$ cat config.mk
export PLATFORM = sky130hd
export DESIGN_NAME = selective_repeat_window_receiver_top_flat
export DESIGN_NICKNAME = d
export VERILOG_FILES = /design/src/rtl/core/srw_pkg.sv /design/src/rtl/core/srw_in_if.sv /design/src/rtl/core/srw_out_if.sv /design/src/rtl/core/srw_core.sv /design/src/rtl/core/srw_msg_buf.sv /design/src/rtl/core/selective_repeat_window_receiver_top.sv /design/src/flat_wrapper.sv
export VERILOG_INCLUDE_DIRS = /design/src /design/src/rtl/core
export SDC_FILE = /design/constraint.sdc
export NUM_CORES = 1
export LEC_CHECK = 0
export ABC_AREA = 1
export BUFFER_PORTS_ARGS = -buffer_cell sky130_fd_sc_hd__buf_2
export CAP_MARGIN = 25
export CORE_ASPECT_RATIO = 2
export CORE_MARGIN = 2
export CORE_UTILIZATION = 40
export CTS_CLUSTER_DIAMETER = 200
export CTS_CLUSTER_SIZE = 8
export DETAILED_ROUTE_END_ITERATION = 8
export MAX_ROUTING_LAYER = met4
export SLEW_MARGIN = 40
export SYNTH_ARGS = -nofsm -noshare
export SYNTH_HDL_FRONTEND = slang
export SYNTH_HIERARCHICAL = 1
export SYNTH_SLANG_ARGS = --single-unit
$ cat constraint.sdc
create_clock -name clk -period 10.3 [get_ports clk]
set_clock_uncertainty 0.2 [all_clocks]
set_input_delay 1.03 -clock clk [delete_from_list [all_inputs] [get_ports clk]]
set_output_delay 1.03 -clock clk [all_outputs]
set_load 0.03 [all_outputs]
$ cat src/rtl/core/selective_repeat_window_receiver_top_macros.svh
// Assertion macros shared by the window receiver RTL
`ifndef SELECTIVE_REPEAT_WINDOW_RECEIVER_TOP_MACROS_SVH
`define SELECTIVE_REPEAT_WINDOW_RECEIVER_TOP_MACROS_SVH
`ifndef ASSERT_OFF
`define SRW_ASSERT(lbl, clk, rst, prop, msg) \
  lbl: assert property (@(posedge clk) disable iff (rst) (prop)) else $error(msg);
`define SRW_ASSERT_NEXT(lbl, clk, rst, ante, cons, msg) \
  lbl: assert property (@(posedge clk) disable iff (rst) (ante) |=> (cons)) else $error(msg);
`else
`define SRW_ASSERT(lbl, clk, rst, prop, msg)
`define SRW_ASSERT_NEXT(lbl, clk, rst, ante, cons, msg)
`endif
`endif

$ cat src/rtl/core/srw_pkg.sv
// Package: constants, message codes and buffer control type of the window receiver
`timescale 1ns / 1ps
package srw_pkg;

  localparam int WINDOW_DEF   = 4;
  localparam int SEQ_BITS_DEF = 32;
  localparam int LEN_BITS_DEF = 40;

  localparam int FRAME_BYTES  = 1472;
  localparam int HDR_BYTES    = 8;
  localparam int MAX_PAYLOAD  = FRAME_BYTES - HDR_BYTES;
  localparam int PLEN_W       = 11;
  localparam int KIND_W       = 2;

  typedef enum logic [KIND_W-1:0] {
    ACK_WINDOW  = 2'd0,
    ACK_MISSING = 2'd1,
    ACK_FINISH  = 2'd2
  } ack_kind_t;

  typedef enum logic {
    REQ_DATA    = 1'b0,
    REQ_TIMEOUT = 1'b1
  } req_type_t;

  typedef struct packed {
    logic load;
    logic pair;
  } srw_push_t;

endpackage

$ cat src/rtl/core/srw_in_if.sv
// Input channel: arriving packet or receive timeout
`timescale 1ns / 1ps
interface srw_in_if #(
  parameter int SEQ_BITS = srw_pkg::SEQ_BITS_DEF,
  parameter int LEN_BITS = srw_pkg::LEN_BITS_DEF
);
  logic                      valid;
  logic                      ready;
  logic                      req_type;
  logic [SEQ_BITS-1:0]       seq_num;
  logic [srw_pkg::PLEN_W-1:0] payload_len;
  logic [LEN_BITS-1:0]       total_len;

  modport source (output valid, req_type, seq_num, payload_len, total_len, input ready);
  modport sink   (input valid, req_type, seq_num, payload_len, total_len, output ready);
endinterface

$ cat src/rtl/core/srw_out_if.sv
// Output channel: acknowledgement and missing-packet request words
`timescale 1ns / 1ps
interface srw_out_if #(
  parameter int WINDOW   = srw_pkg::WINDOW_DEF,
  parameter int SEQ_BITS = srw_pkg::SEQ_BITS_DEF
);
  localparam int CNT_W = $clog2(WINDOW + 1);

  logic                       valid;
  logic                       ready;
  logic [srw_pkg::KIND_W-1:0] ack_kind;
  logic [CNT_W-1:0]           missing_count;
  logic [WINDOW-1:0]          missing_mask;
  logic [SEQ_BITS-1:0]        window_base;
  logic                       is_last;

  modport source (output valid, ack_kind, missing_count, missing_mask, window_base, is_last,
                  input ready);
  modport sink   (input valid, ack_kind, missing_count, missing_mask, window_base, is_last,
                  output ready);
endinterface

$ cat src/rtl/core/srw_core.sv
// Input register, window bookkeeping and result word generation
`timescale 1ns / 1ps
`include "selective_repeat_window_receiver_top_macros.svh"
module srw_core #(
  parameter int WINDOW   = srw_pkg::WINDOW_DEF,
  parameter int SEQ_BITS = srw_pkg::SEQ_BITS_DEF,
  parameter int LEN_BITS = srw_pkg::LEN_BITS_DEF,
  parameter int CNT_W    = $clog2(WINDOW + 1),
  parameter int RW       = srw_pkg::KIND_W + CNT_W + WINDOW + SEQ_BITS + 1
) (
  input  logic               clk,
  input  logic               rst,
  srw_in_if.sink             rx,
  input  logic               pair_ready,
  output srw_pkg::srw_push_t push,
  output logic [RW-1:0]      word0,
  output logic [RW-1:0]      word1
);

  localparam int IDX_W = $clog2(WINDOW);
  localparam logic [srw_pkg::PLEN_W-1:0] MAX_LEN = srw_pkg::PLEN_W'(srw_pkg::MAX_PAYLOAD);

  logic                       v1;
  logic                       t_type;
  logic [SEQ_BITS-1:0]        t_seq;
  logic [srw_pkg::PLEN_W-1:0] t_len;
  logic [LEN_BITS-1:0]        t_total;

  logic [SEQ_BITS-1:0] base;
  logic [WINDOW-1:0]   map;
  logic [CNT_W-1:0]    expected_left;
  logic [LEN_BITS-1:0] bytes;
  logic [LEN_BITS-1:0] file_total;
  logic                total_known;
  logic                finished;

  logic [SEQ_BITS-1:0] base_next;
  logic [WINDOW-1:0]   map_next;
  logic [CNT_W-1:0]    expected_left_next;
  logic [LEN_BITS-1:0] bytes_next;
  logic [LEN_BITS-1:0] file_total_next;
  logic                total_known_next;
  logic                finished_next;

  logic                       fire;
  logic [SEQ_BITS-1:0]        off;
  logic                       hit;
  logic [IDX_W-1:0]           slot;
  logic [WINDOW-1:0]          slot_bit;
  logic                       new_pkt;
  logic                       timeout;
  logic [srw_pkg::PLEN_W-1:0] len_sat;
  logic [LEN_BITS:0]          sum;
  logic [LEN_BITS-1:0]        bytes_add;
  logic                       seq_zero;
  logic [LEN_BITS-1:0]        total_new;
  logic                       known_new;
  logic                       full;
  logic                       done;
  logic [SEQ_BITS-1:0]        base_adv;

  assign fire     = v1 && pair_ready;
  assign rx.ready = !v1 || pair_ready;

  assign off      = t_seq - base;
  assign hit      = off < SEQ_BITS'(WINDOW);
  assign slot     = off[IDX_W-1:0];
  assign slot_bit = WINDOW'(1) << slot;
  assign timeout  = !finished && (t_type == srw_pkg::REQ_TIMEOUT);
  assign new_pkt  = !finished && (t_type == srw_pkg::REQ_DATA) && hit && !map[slot];

  assign len_sat   = (t_len > MAX_LEN) ? MAX_LEN : t_len;
  assign sum       = {1'b0, bytes} + (LEN_BITS + 1)'(len_sat);
  assign bytes_add = sum[LEN_BITS] ? '1 : sum[LEN_BITS-1:0];
  assign seq_zero  = (t_seq == '0);
  assign total_new = seq_zero ? t_total : file_total;
  assign known_new = total_known || seq_zero;
  assign full      = (expected_left == CNT_W'(1));
  assign done      = known_new && (bytes_add >= total_new);
  assign base_adv  = base + SEQ_BITS'(WINDOW);

  always_ff @(posedge clk) begin
    if (rst) begin
      v1 <= 1'b0;
    end else if (rx.valid && rx.ready) begin
      v1 <= 1'b1;
    end else if (fire) begin
      v1 <= 1'b0;
    end
  end

  always_ff @(posedge clk) begin
    if (rx.valid && rx.ready) begin
      t_type  <= rx.req_type;
      t_seq   <= rx.seq_num;
      t_len   <= rx.payload_len;
      t_total <= rx.total_len;
    end
  end

  always_comb begin
    base_next          = base;
    map_next           = map;
    expected_left_next = expected_left;
    bytes_next         = bytes;
    file_total_next    = file_total;
    total_known_next   = total_known;
    finished_next      = finished;
    push               = '0;
    word0              = '0;
    word1              = '0;
    if (fire && timeout) begin
      push.load = 1'b1;
      word0     = {srw_pkg::ACK_MISSING, expected_left, ~map, base, 1'b1};
    end else if (fire && new_pkt) begin
      bytes_next       = bytes_add;
      file_total_next  = total_new;
      total_known_next = known_new;
      finished_next    = done;
      if (full) begin
        map_next           = '0;
        expected_left_next = CNT_W'(WINDOW);
        base_next          = base_adv;
        push.load          = 1'b1;
        push.pair          = done;
        word0 = {srw_pkg::ACK_WINDOW, CNT_W'(0), WINDOW'(0), base, !done};
        word1 = {srw_pkg::ACK_FINISH, CNT_W'(0), WINDOW'(0), base_adv, 1'b1};
      end else begin
        map_next           = map | slot_bit;
        expected_left_next = expected_left - CNT_W'(1);
        push.load          = done;
        word0 = {srw_pkg::ACK_FINISH, CNT_W'(0), WINDOW'(0), base, 1'b1};
      end
    end
  end

  always_ff @(posedge clk) begin
    if (rst) begin
      base          <= '0;
      map           <= '0;
      expected_left <= CNT_W'(WINDOW);
      bytes         <= '0;
      file_total    <= '0;
      total_known   <= 1'b0;
      finished      <= 1'b0;
    end else begin
      base          <= base_next;
      map           <= map_next;
      expected_left <= expected_left_next;
      bytes         <= bytes_next;
      file_total    <= file_total_next;
      total_known   <= total_known_next;
      finished      <= finished_next;
    end
  end

  `SRW_ASSERT(a_left_tracks_map, clk, rst, (32'(expected_left) + $countones(map)) == WINDOW, "expected_left out of step with received map")
  `SRW_ASSERT_NEXT(a_finished_sticks, clk, rst, finished, finished, "finished flag cleared")
  `SRW_ASSERT(a_silent_after_finish, clk, rst, !(finished && push.load), "message produced after finish")

endmodule

$ cat src/rtl/core/srw_msg_buf.sv
// Two-word result buffer feeding the output channel
`timescale 1ns / 1ps
`include "selective_repeat_window_receiver_top_macros.svh"
module srw_msg_buf #(
  parameter int WINDOW   = srw_pkg::WINDOW_DEF,
  parameter int SEQ_BITS = srw_pkg::SEQ_BITS_DEF,
  parameter int CNT_W    = $clog2(WINDOW + 1),
  parameter int RW       = srw_pkg::KIND_W + CNT_W + WINDOW + SEQ_BITS + 1
) (
  input  logic               clk,
  input  logic               rst,
  input  srw_pkg::srw_push_t push,
  input  logic [RW-1:0]      word0,
  input  logic [RW-1:0]      word1,
  output logic               pair_ready,
  srw_out_if.source          msg
);

  logic [1:0]    cnt;
  logic [RW-1:0] w0;
  logic [RW-1:0] w1;
  logic          take;

  assign take       = (cnt != 2'd0) && msg.ready;
  assign pair_ready = (cnt == 2'd0) || ((cnt == 2'd1) && msg.ready);

  always_ff @(posedge clk) begin
    if (rst) begin
      cnt <= 2'd0;
    end else if (push.load) begin
      cnt <= push.pair ? 2'd2 : 2'd1;
    end else if (take) begin
      cnt <= cnt - 2'd1;
    end
  end

  always_ff @(posedge clk) begin
    if (push.load) begin
      w0 <= word0;
      w1 <= word1;
    end else if (take) begin
      w0 <= w1;
    end
  end

  assign msg.valid = (cnt != 2'd0);
  assign {msg.ack_kind, msg.missing_count, msg.missing_mask, msg.window_base, msg.is_last} = w0;

  `SRW_ASSERT(a_cnt_range, clk, rst, cnt != 2'd3, "buffer count out of range")
  `SRW_ASSERT(a_load_has_room, clk, rst, !push.load || pair_ready, "load into full buffer")
  `SRW_ASSERT_NEXT(a_pair_drains, clk, rst, (cnt == 2'd2) && msg.ready, cnt == 2'd1, "second word lost")

endmodule

$ cat src/rtl/core/selective_repeat_window_receiver_top.sv
// Top level of the selective-repeat window receiver
//
//   channel | dir | contents
//   --------+-----+-------------------------------------------------------------
//   rx      | in  | req_type, seq_num, payload_len, total_len (packet or timeout)
//   msg     | out | ack_kind, missing_count, missing_mask, window_base, is_last
//
// One input word is taken every cycle unless a stall on msg backs up to rx;
// result words are registered in the output buffer, and an input that causes two
// messages fills both of its words. The window check, byte count and message build
// are combinational between the input register and the two-word output buffer.
// Synchronous reset clears the window state at once; no clearing pass is needed.
// A stall on msg holds the buffer; rx keeps accepting until the input register fills.
`timescale 1ns / 1ps
module selective_repeat_window_receiver_top #(
  parameter int WINDOW   = srw_pkg::WINDOW_DEF,
  parameter int SEQ_BITS = srw_pkg::SEQ_BITS_DEF,
  parameter int LEN_BITS = srw_pkg::LEN_BITS_DEF
) (
  input logic       clk,
  input logic       rst,
  srw_in_if.sink    rx,
  srw_out_if.source msg
);

  localparam int CNT_W = $clog2(WINDOW + 1);
  localparam int RW    = srw_pkg::KIND_W + CNT_W + WINDOW + SEQ_BITS + 1;

  srw_pkg::srw_push_t push;
  logic [RW-1:0]      word0;
  logic [RW-1:0]      word1;
  logic               pair_ready;

  srw_core #(
    .WINDOW   (WINDOW),
    .SEQ_BITS (SEQ_BITS),
    .LEN_BITS (LEN_BITS),
    .CNT_W    (CNT_W),
    .RW       (RW)
  ) u_core (
    .clk        (clk),
    .rst        (rst),
    .rx         (rx),
    .pair_ready (pair_ready),
    .push       (push),
    .word0      (word0),
    .word1      (word1)
  );

  srw_msg_buf #(
    .WINDOW   (WINDOW),
    .SEQ_BITS (SEQ_BITS),
    .CNT_W    (CNT_W),
    .RW       (RW)
  ) u_msg_buf (
    .clk        (clk),
    .rst        (rst),
    .push       (push),
    .word0      (word0),
    .word1      (word1),
    .pair_ready (pair_ready),
    .msg        (msg)
  );

endmodule

$ cat src/flat_wrapper.sv
// flat-port wrapper written by rule: the top's interface ports become plain ports
module selective_repeat_window_receiver_top_flat 
#(
  parameter int WINDOW   = srw_pkg::WINDOW_DEF,
  parameter int SEQ_BITS = srw_pkg::SEQ_BITS_DEF,
  parameter int LEN_BITS = srw_pkg::LEN_BITS_DEF
)
  (clk, rst, rx_valid, rx_req_type, rx_seq_num, rx_payload_len, rx_total_len, rx_ready, msg_valid, msg_ack_kind, msg_missing_count, msg_missing_mask, msg_window_base, msg_is_last, msg_ready);
  srw_in_if #(.SEQ_BITS(SEQ_BITS), .LEN_BITS(LEN_BITS)) rx_i ();
  srw_out_if #(.WINDOW(WINDOW), .SEQ_BITS(SEQ_BITS)) msg_i ();
  input logic clk;
  input logic rst;
  input wire logic [$bits(rx_i.valid)-1:0] rx_valid;
  input wire logic [$bits(rx_i.req_type)-1:0] rx_req_type;
  input wire logic [$bits(rx_i.seq_num)-1:0] rx_seq_num;
  input wire logic [$bits(rx_i.payload_len)-1:0] rx_payload_len;
  input wire logic [$bits(rx_i.total_len)-1:0] rx_total_len;
  output wire logic [$bits(rx_i.ready)-1:0] rx_ready;
  output wire logic [$bits(msg_i.valid)-1:0] msg_valid;
  output wire logic [$bits(msg_i.ack_kind)-1:0] msg_ack_kind;
  output wire logic [$bits(msg_i.missing_count)-1:0] msg_missing_count;
  output wire logic [$bits(msg_i.missing_mask)-1:0] msg_missing_mask;
  output wire logic [$bits(msg_i.window_base)-1:0] msg_window_base;
  output wire logic [$bits(msg_i.is_last)-1:0] msg_is_last;
  input wire logic [$bits(msg_i.ready)-1:0] msg_ready;
  assign rx_i.valid = rx_valid;
  assign rx_i.req_type = rx_req_type;
  assign rx_i.seq_num = rx_seq_num;
  assign rx_i.payload_len = rx_payload_len;
  assign rx_i.total_len = rx_total_len;
  assign rx_ready = rx_i.ready;
  assign msg_valid = msg_i.valid;
  assign msg_ack_kind = msg_i.ack_kind;
  assign msg_missing_count = msg_i.missing_count;
  assign msg_missing_mask = msg_i.missing_mask;
  assign msg_window_base = msg_i.window_base;
  assign msg_is_last = msg_i.is_last;
  assign msg_i.ready = msg_ready;
  selective_repeat_window_receiver_top #(.WINDOW(WINDOW), .SEQ_BITS(SEQ_BITS), .LEN_BITS(LEN_BITS)) u_core (.clk(clk), .rst(rst), .rx(rx_i), .msg(msg_i));
endmodule
**Word-level counts from Yosys, hierarchy flattened**

Index checks and enable logic that the tools add are counted.

- Output and inout bits: 44
- Register bits: 292
- Bits of input ports: 88
- Word-level logic and storage cells: 84

- Reduce and logical (&&, ||, !) cells: 27
- Shift operators: 1
- Bitwise operators: 6
- Magnitude comparators: 4
- Mux-type cells: 23
- Equal/unequal tests: 2
- Add/subtract/negate cells: 5

Operators with widths:

| kind | count |
|---|---|
| $mux W42 | 6 |
| $mux W40 | 2 |
| $add A40 B11 Y41 | 1 |
| $ge A40 B40 Y1 | 1 |
| $add A32 B3 Y32 const B | 1 |
| $logic_not A32 Y1 | 1 |
| $lt A32 B3 Y1 const B | 1 |
| $sub A32 B32 Y32 | 1 |
| $gt A11 B11 Y1 const B | 1 |
| $logic_and A1 B1 Y1 | 11 |
| $mux W11 | 1 |
| $mux W2 | 4 |
| $mux W1 | 7 |
| $reduce_bool A2 Y1 | 3 |
| $logic_not A1 Y1 | 4 |
| $mux W4 | 1 |
| $not A1 Y1 | 4 |
| $not A4 Y4 | 1 |
| $or A4 B4 Y4 | 1 |
| $shl A1 B2 Y4 const A | 1 |
| $eq A3 B1 Y1 const B | 1 |
| $logic_or A1 B1 Y1 | 3 |
| $lt A2 B3 Y1 const B | 1 |
| $mux W3 | 1 |
| 9 further kinds | 9 |

**Depth between registers and ports, before layout**

Gate-level depths: netlist of run 1.

- Depth in word-level cells: 11
- Gate-level depth with buffers: 38
- Gate-level depth less buffers: 36

**By module**

The synthesis of run 1 kept the hierarchy.

By module, submodules not included:

| module | area an instance (µm²) | instances | seq. area each (µm²) | cells each |
|---|---|---|---|---|
| srw_core | 14447.6 | 1 | 4924.7 | 2184 |
| srw_msg_buf | 3238.1 | 1 | 2562.5 | 244 |

**Worst setup path before layout of run 1**

OpenSTA, ideal clock, no wires.

- Kind: reg2reg
- From: register u_core/u_core/t_len[9] (netlist bit)
- To: register u_core.u_msg_buf.w0[0] (enable)
- Cell stages (with the launch flop): 33
- Path buffers: 1
- Data required time: 9699 ps
- Setup slack: 2141 ps
- Clock period less this slack: 8159 ps
- Arrival: 7558 ps
- Setup time: 401 ps
- Cell sequence: edfxtp_1 -> inv_1 -> nand4_1 -> o21ai_0 -> nand2_1 -> inv_1 -> nor2_1 -> ha_1 -> fa_1 -> nand2_1 -> nand2_1 -> o21ai_0 -> inv_1 -> a21oi_1 -> inv_1 -> nand3_1 -> nand2_1 -> inv_1 -> clkbuf_1 -> nand3_1 -> ha_1 -> nand2_1 -> inv_1 -> nand3_1 -> nor3_1 -> nand2_1 -> nor3_1 -> nand2_1 -> nand4_1 -> nand2_1 -> a21oi_1 -> inv_2 -> nand2_1

RTL lines:

| what | line | RTL |
|---|---|---|
| start: declaration | srw_core.sv:26 | `logic [srw_pkg::PLEN_W-1:0] t_len;` |
| start signal: assignment | srw_core.sv:96 | `t_len <= rx.payload_len;` |
| end signal: assignment | srw_msg_buf.sv:39 | `w0 <= word0;` |
| end signal: assignment | srw_msg_buf.sv:42 | `w0 <= w1;` |
| end: declaration | srw_msg_buf.sv:20 | `logic [RW-1:0] w0;` |

==> run metrics, run 1 <==
fraction of layout cells with a size suffix above 1 8.81%; Synth Cell Area 17,700 um^2; Comb power frac 9.7%; Rows 109; final setup fails 0; LEAKAGE 8.97 nW; metal1 wirelength 22.7 mm; post-synth top area share 28.5%; gr ovfl total 0; syn_area_per_cell 7.28 um^2; starting density of the core 40.3%; Max-Cap Viols 0; Core Area 43,900 um^2; CP startpoint kind flip-flop; Peak Freq 0.138 GHz; final period demand of the worst path 7260 ps; initial antenna violation count 1; Slowest cell on crit path inv_1; final worst-path cycle share 70.5%; IO Count 132; Post-route DRC 0; CP max FO 45; net switching power 736 uW; Worst-Margin Slew 842 ps; total number of vias 15,500; Slew HR 43.8%; Iter 0 DRT Violations 1,122; clk sinks 290; Syn Inst Count 2,428; Total GRT Usage 21.3%; ys flop type edfxtp_1; Post-synth ARST share 0%; CP Class reg -> reg; Worst VDD drop 0.119 mV; Area after DPL 18,700 um^2; clock slew at reported path FFs 50 ps; Hold Crit Class reg -> reg; wire length per cell 15.4 um; placer's final routability congestion estimate 0.941; CTS root buffer clkbuf_16; cell repeated most along the worst path nand2_1; Layout area overhead 12.5%; die width 153 um; TritonCTS buffer count 42; setup tns final 0 ps; commonest non-fill, non-tap cells in the layout 778 x nand2_1, 371 x nor2_1, 297 x inv_1; Finished Core Util 45.3%; Crit. End Element flip-flop; post-detailed-route count of antenna-violating nets 0; 1st-pass router iterations 7; Hold Buf Count CTS 0; port bufs 131; Seq pwr share 45.2%; WP data required 10,270 ps; final WL 48.3 mm; Die ar. 46,000 um^2; post-synthesis sequential area ratio 42.3%; number of global-route vias before repair 14,700; RSZ-0062 raised after global routing false; routed vias/inst 4.96; fill count 4,543; pwr dens 144 nW/um^2; Netlist cell types 44; detailed route wirelength on metal3 2.46 mm; Synthesis Warnings 6; crit path DAT 7230 ps; CTS tree done; DP HPWL 35.7 mm; wire length on met2 21.4 mm; switching share of total power 25.7%; #FFs+latches synth 290; Hold Fails Final Rpt 0; global-route wire length before repair 77.2 mm; final max-slew violation count 0; Final Net Count 2,717; status finished, final reports clean; CTS resizes 0; H-tree levels 2; Area contributors post-synth edfxtp_1 29%, nand2_1 17%, dfxtp_1 14%, nor2_1 7.9%, inv_1 6.3%; Top Layer Used met4; Non-Filler Cell Area, Final 19,900 um^2; most common cell after layout, fill and taps aside nand2_1; clock network power share 45.0%; pin count of the biggest net entering global routing 101; Worst-Skew Late Latency 550 ps; slowest stage delay, CP 830 ps; postcts setup bufs 0; Die Ht 301 um; leading area contributor after synthesis edfxtp_1; Clock Tree Buf Depth 3; Internal 2.13 mW; number of synthesized flops with an enable pin 168
per-stage QoR:
stage	cells	worst slack (ps)	power [mW]	hold WS, ps
floorplan	2439	2140	1.51	231
detailed placement	3053	2980	1.60	246
global placement	3053	2950	1.60	243
global route	3132	2450	2.99	288
finish	3132	3040	2.86	252
CTS	3131	2910	2.91	256
final timing paths:
path | start | end | slack, ps | cells after the start
max | u_core/u_core/t_len[9]$_DFFE_PP_ | u_core/u_msg_buf/w0[17]$_DFFE_PP_ | 3040 | 31
min | u_core/u_core/total_known$_SDFFE_PP0P_ | u_core/u_core/total_known$_SDFFE_PP0P_ | 250 | 2
max reg2reg | u_core/u_core/t_len[9]$_DFFE_PP_ | u_core/u_msg_buf/w0[17]$_DFFE_PP_ | 3040 | 31
min reg2reg | u_core/u_core/total_known$_SDFFE_PP0P_ | u_core/u_core/total_known$_SDFFE_PP0P_ | 250 | 2
layout make-up:
type                       count  area [um^2]  area share (%)
antenna                        1         2.50          0.0126
clock buffer                  74         1170            5.88
clock inverter                 4         42.5           0.214
inverter                     308         1160            5.82
multi-input combinational   1763         8630            43.4
sequential                   290         7490            37.6
tap                          555          694            3.49
timing repair buffer         137          716            3.60
power groups by stage:
stage	combinational [mW]	sequential, mW	clock (mW)
floorplan	0.172	1.34	0
global placement	0.277	1.32	0
detailed placement	0.280	1.32	0
CTS	0.281	1.30	1.34
global route	0.315	1.30	1.38
finish	0.279	1.30	1.29
sequential cells by signal, summed over array words and instances, names as in the netlist:
name / cells
u_core/u_core/total_known: 1
u_core/u_core/v1: 1
u_core/u_core/map: 4
u_core/u_msg_buf/cnt: 2
u_core/u_core/finished: 1
u_core/u_core/file_total: 40
u_core/u_msg_buf/w1: 42
u_core/u_core/expected_left: 3
u_core/u_core/t_total: 40
u_core/u_core/t_type: 1
u_core/u_core/t_seq: 32
u_core/u_core/base: 30
u_core/u_core/bytes: 40
u_core/u_core/t_len: 11
u_core/u_msg_buf/w0: 42
cell usage after synthesis, types with 5 or more instances:
cell type,instances
mux2i_1,39
buf_2,18
nand2_1,779
nand3_1,130
buf_4,16
or2_2,13
inv_2,8
buf_6,10
and2_1,5
nand4_1,53
a21oi_1,91
dfxtp_1,122
edfxtp_1,168
nor2_1,373
nor3_1,46
clkbuf_1,26
nor4_1,24
inv_1,297
nand3b_1,8
o21ai_0,38
ha_1,85
xor2_1,28
worst max-delay path: cells and delay by family, from the launching register on:
family | cells | cell delay (ps)
simple gates | 17 | 2860
buf+inv | 7 | 1720
fa+ha+maj | 3 | 990
compound gates | 4 | 650
flops | 1 | 380
logic make-up (layout without fill, tap and decap cells):
| group | Yosys count | in the layout | synth area share (%) |
|---|---|---|---|
| multiplexers | 39 | 39 | 2.21 |
| AND/OR/NAND/NOR | 1452 | 1452 | 34.1 |
| flip-flops | 290 | 290 | 42.3 |
| AO/OA/AOI/OAI | 145 | 145 | 4.32 |
| other | 1 | 13 | 0.0212 |
| buffers and inverters | 386 | 523 | 9.37 |
| XOR/XNOR | 28 | 28 | 1.39 |
| adder cells (fa/ha/maj) | 87 | 87 | 6.24 |
per-layer routing:
layer	vias up	global-route usage [%]
li1	8008	-
met1	7056	28.5
met2	396	33.0
met3	85	3.16
met4	0	7.61
met5	-	-
Power figures use the tool's default switching activity.
==> run 2: changes to the inputs <==
==> constraint.sdc (replaced) <==
create_clock -name clk -period 6.09 [get_ports clk]
set_clock_uncertainty 0.2 [all_clocks]
set_input_delay 0.609 -clock clk [delete_from_list [all_inputs] [get_ports clk]]
set_output_delay 0.609 -clock clk [all_outputs]
set_load 0.03 [all_outputs]
==> run 2 against run 1 <==
Against the previous run:
- register-to-register slack got worse by 2400 ps
- non-clock buffer count increased by 20
- fmax increased by 32%
- core utilization increased by 0.56 points
- sequential power increased by 68%
- final cell count increased by 0.48%
- hold slack got worse by 210 ps
- wire length decreased by 2.0%
- setup slack got worse by 2400 ps
- total power increased by 69%
- critical path depth increased by 2
- clock power increased by 69%
==> run metrics, run 2 (same netlist as run 1, synthesis figures left out) <==
status finished, final reports clean; HP Start rx_seq_num[27]; final WL 47.3 mm (-2.0%); LEAKAGE 9.09 nW (+1.4%); Max-Cap Viols 0 (unchanged); Non-Filler Cell Area, Final 20,100 um^2 (+1.2%); 1st-pass router iterations 6 (-1); RR Endpoint u_core/u_msg_buf/cnt[1]$_SDFFE_PP0P_; Total GRT Usage 20.8% (-0.46 points); cell repeated most along the worst path nand2_1; DP HPWL 35.3 mm (-1.0%); final worst-path cycle share 90.1% (+20 points); Hold Path Depth 1 (-1); routed vias/inst 4.93 (-0.70%); initial antenna violation count 0 (-1); pin count of the biggest net entering global routing 101 (unchanged); fill count 4,511 (-0.70%); TritonCTS buffer count 42 (unchanged); Rows 109 (unchanged); WP data required 6350 ps (-3920 ps); Core Area 43,900 um^2 (unchanged); fraction of layout cells with a size suffix above 1 9.92% (+1.1 points); total number of vias 15,500 (-0.23%); final setup fails 0 (unchanged); post-detailed-route count of antenna-violating nets 0 (unchanged); Clock Tree Buf Depth 3 (unchanged); pwr dens 241 nW/um^2 (+67%); crit path DAT 5750 ps (-1480 ps); final period demand of the worst path 5490 ps (-1780 ps); Hold Buf Count CTS 0 (unchanged); CTS root buffer clkbuf_16; GR Util met3 2.79% (-0.37 points); Layout area overhead 13.9%; Slowest cell on crit path fa_1; wire length per cell 15.0 um (-2.5%); diode count 0 (-1); starting density of the core 40.3% (unchanged); R2R depth 33 (+6.5%); Peak Freq 0.182 GHz (+32%); clock slew at reported path FFs 60 ps (about the same); Iter 0 DRT Violations 1,193 (+6.3%); number of global-route vias before repair 14,700 (+0.27%); Most Crowded Layer GR met2; gr ovfl total 0 (unchanged); CP startpoint kind flip-flop; Die ar. 46,000 um^2 (unchanged); slowest stage delay, CP 430 ps (-400 ps); placer's final routability congestion estimate 0.970 (+3.1%); Crit. End Element flip-flop; CTS resizes 0 (unchanged); IO Count 132 (unchanged); CTS tree done; postcts setup bufs 0 (unchanged); Hold Crit Class in -> reg; RSZ-0062 raised after global routing false; Hold Path Sink u_core/u_core/t_seq[27]$_DFFE_PP_; H-tree levels 2 (unchanged); Final Net Count 2,737 (+0.74%); Critical Path Source u_core/u_core/t_len[9]$_DFFE_PP_; Hold Fails Final Rpt 0 (unchanged); Slew HR 49.8% (+6.0 points); die width 153 um (unchanged); Worst-Skew Late Latency 540 ps (about the same); final max-slew violation count 0 (unchanged); launching point of the worst reg2reg path u_core/u_core/t_len[9]$_DFFE_PP_; CP max FO 88 (+96%); clk sinks 290 (unchanged); global-route wire length before repair 76.2 mm (-1.3%); Power Total 4.85 mW (+69%); met1 usage 27.8% (-0.67 points); port bufs 131 (unchanged); Area after DPL 18,900 um^2 (+1.1%); commonest non-fill, non-tap cells in the layout 776 x nand2_1, 369 x nor2_1, 295 x inv_1; met2 GRT Util 33.2% (+0.19 points); Worst VDD drop 0.181 mV (+52%); FF-to-FF setup slack 600 ps (-2430 ps); setup tns final 0 ps (unchanged); CP Class reg -> reg; top flop regs u_core/u_msg_buf/w0 x42, u_core/u_msg_buf/w1 x42; Worst-Margin Slew 746 ps (-95.7 ps); most common cell after layout, fill and taps aside nand2_1; Die Ht 301 um (unchanged); Post-route DRC 0 (unchanged)
run 2: where the power goes:
group / internal [mW] / switching, mW
clock network: 1.31 / 0.867
logic: 0.156 / 0.329
registers: 2.16 / 0.0326
total: 3.62 / 1.23
run 2: layout make-up:
class	instances	area [um^2]	share of cell area, %
Clock buffer	72	1180	5.88
Clock inverter	2	17.5	0.0870
Inverter	308	1160	5.78
Multi-Input combinational cell	1763	8660	43.0
Sequential cell	290	7490	37.2
Tap cell	555	694	3.45
Timing Repair Buffer	157	940	4.66
run 2: how the worst max path moves through the flow:
stage                                           end  slack [ps]
2_1_floorplan      u_core/u_msg_buf/w0[0]$_DFFE_PP_          40
3_3_place_gp      u_core/u_msg_buf/w0[24]$_DFFE_PP_         250
6_report       u_core/u_msg_buf/cnt[1]$_SDFFE_PP0P_         600
4_1_cts            u_core/u_msg_buf/w0[3]$_DFFE_PP_          50
5_1_grt        u_core/u_msg_buf/cnt[1]$_SDFFE_PP0P_          30
3_5_place_dp       u_core/u_msg_buf/w0[3]$_DFFE_PP_         160
run 2: metrics by stage:
| stage | hold WS (ps) | worst slack [ps] | instances | util [%] |
|---|---|---|---|---|
| CTS | 7.42 | 50.3 | 3147 | 45.7 |
| global route | 21.0 | 30.8 | 3147 | 45.9 |
| detailed placement | 252 | 162 | 3073 | 43.0 |
| finish | 40.4 | 605 | 3147 | 45.9 |
| global placement | 248 | 249 | 3071 | 42.9 |
| floorplan | 231 | 43.8 | 2439 | - |
run 2: critical path, delay by kind of cell, from the launching register on:
family	cells	cell delay, ps
buf+inv	8	1130
flops	1	380
simple gates	16	1860
fa+ha+maj	3	910
compound gates	6	880
run 2: routing by layer:
metal	share of wire (%)	wire, um	vias to the layer above
li1	-	-	8041
met1	47	22000	6970
met2	46	21600	425
met3	5.3	2480	74
met4	2.5	1200	0
met5	0	0	-
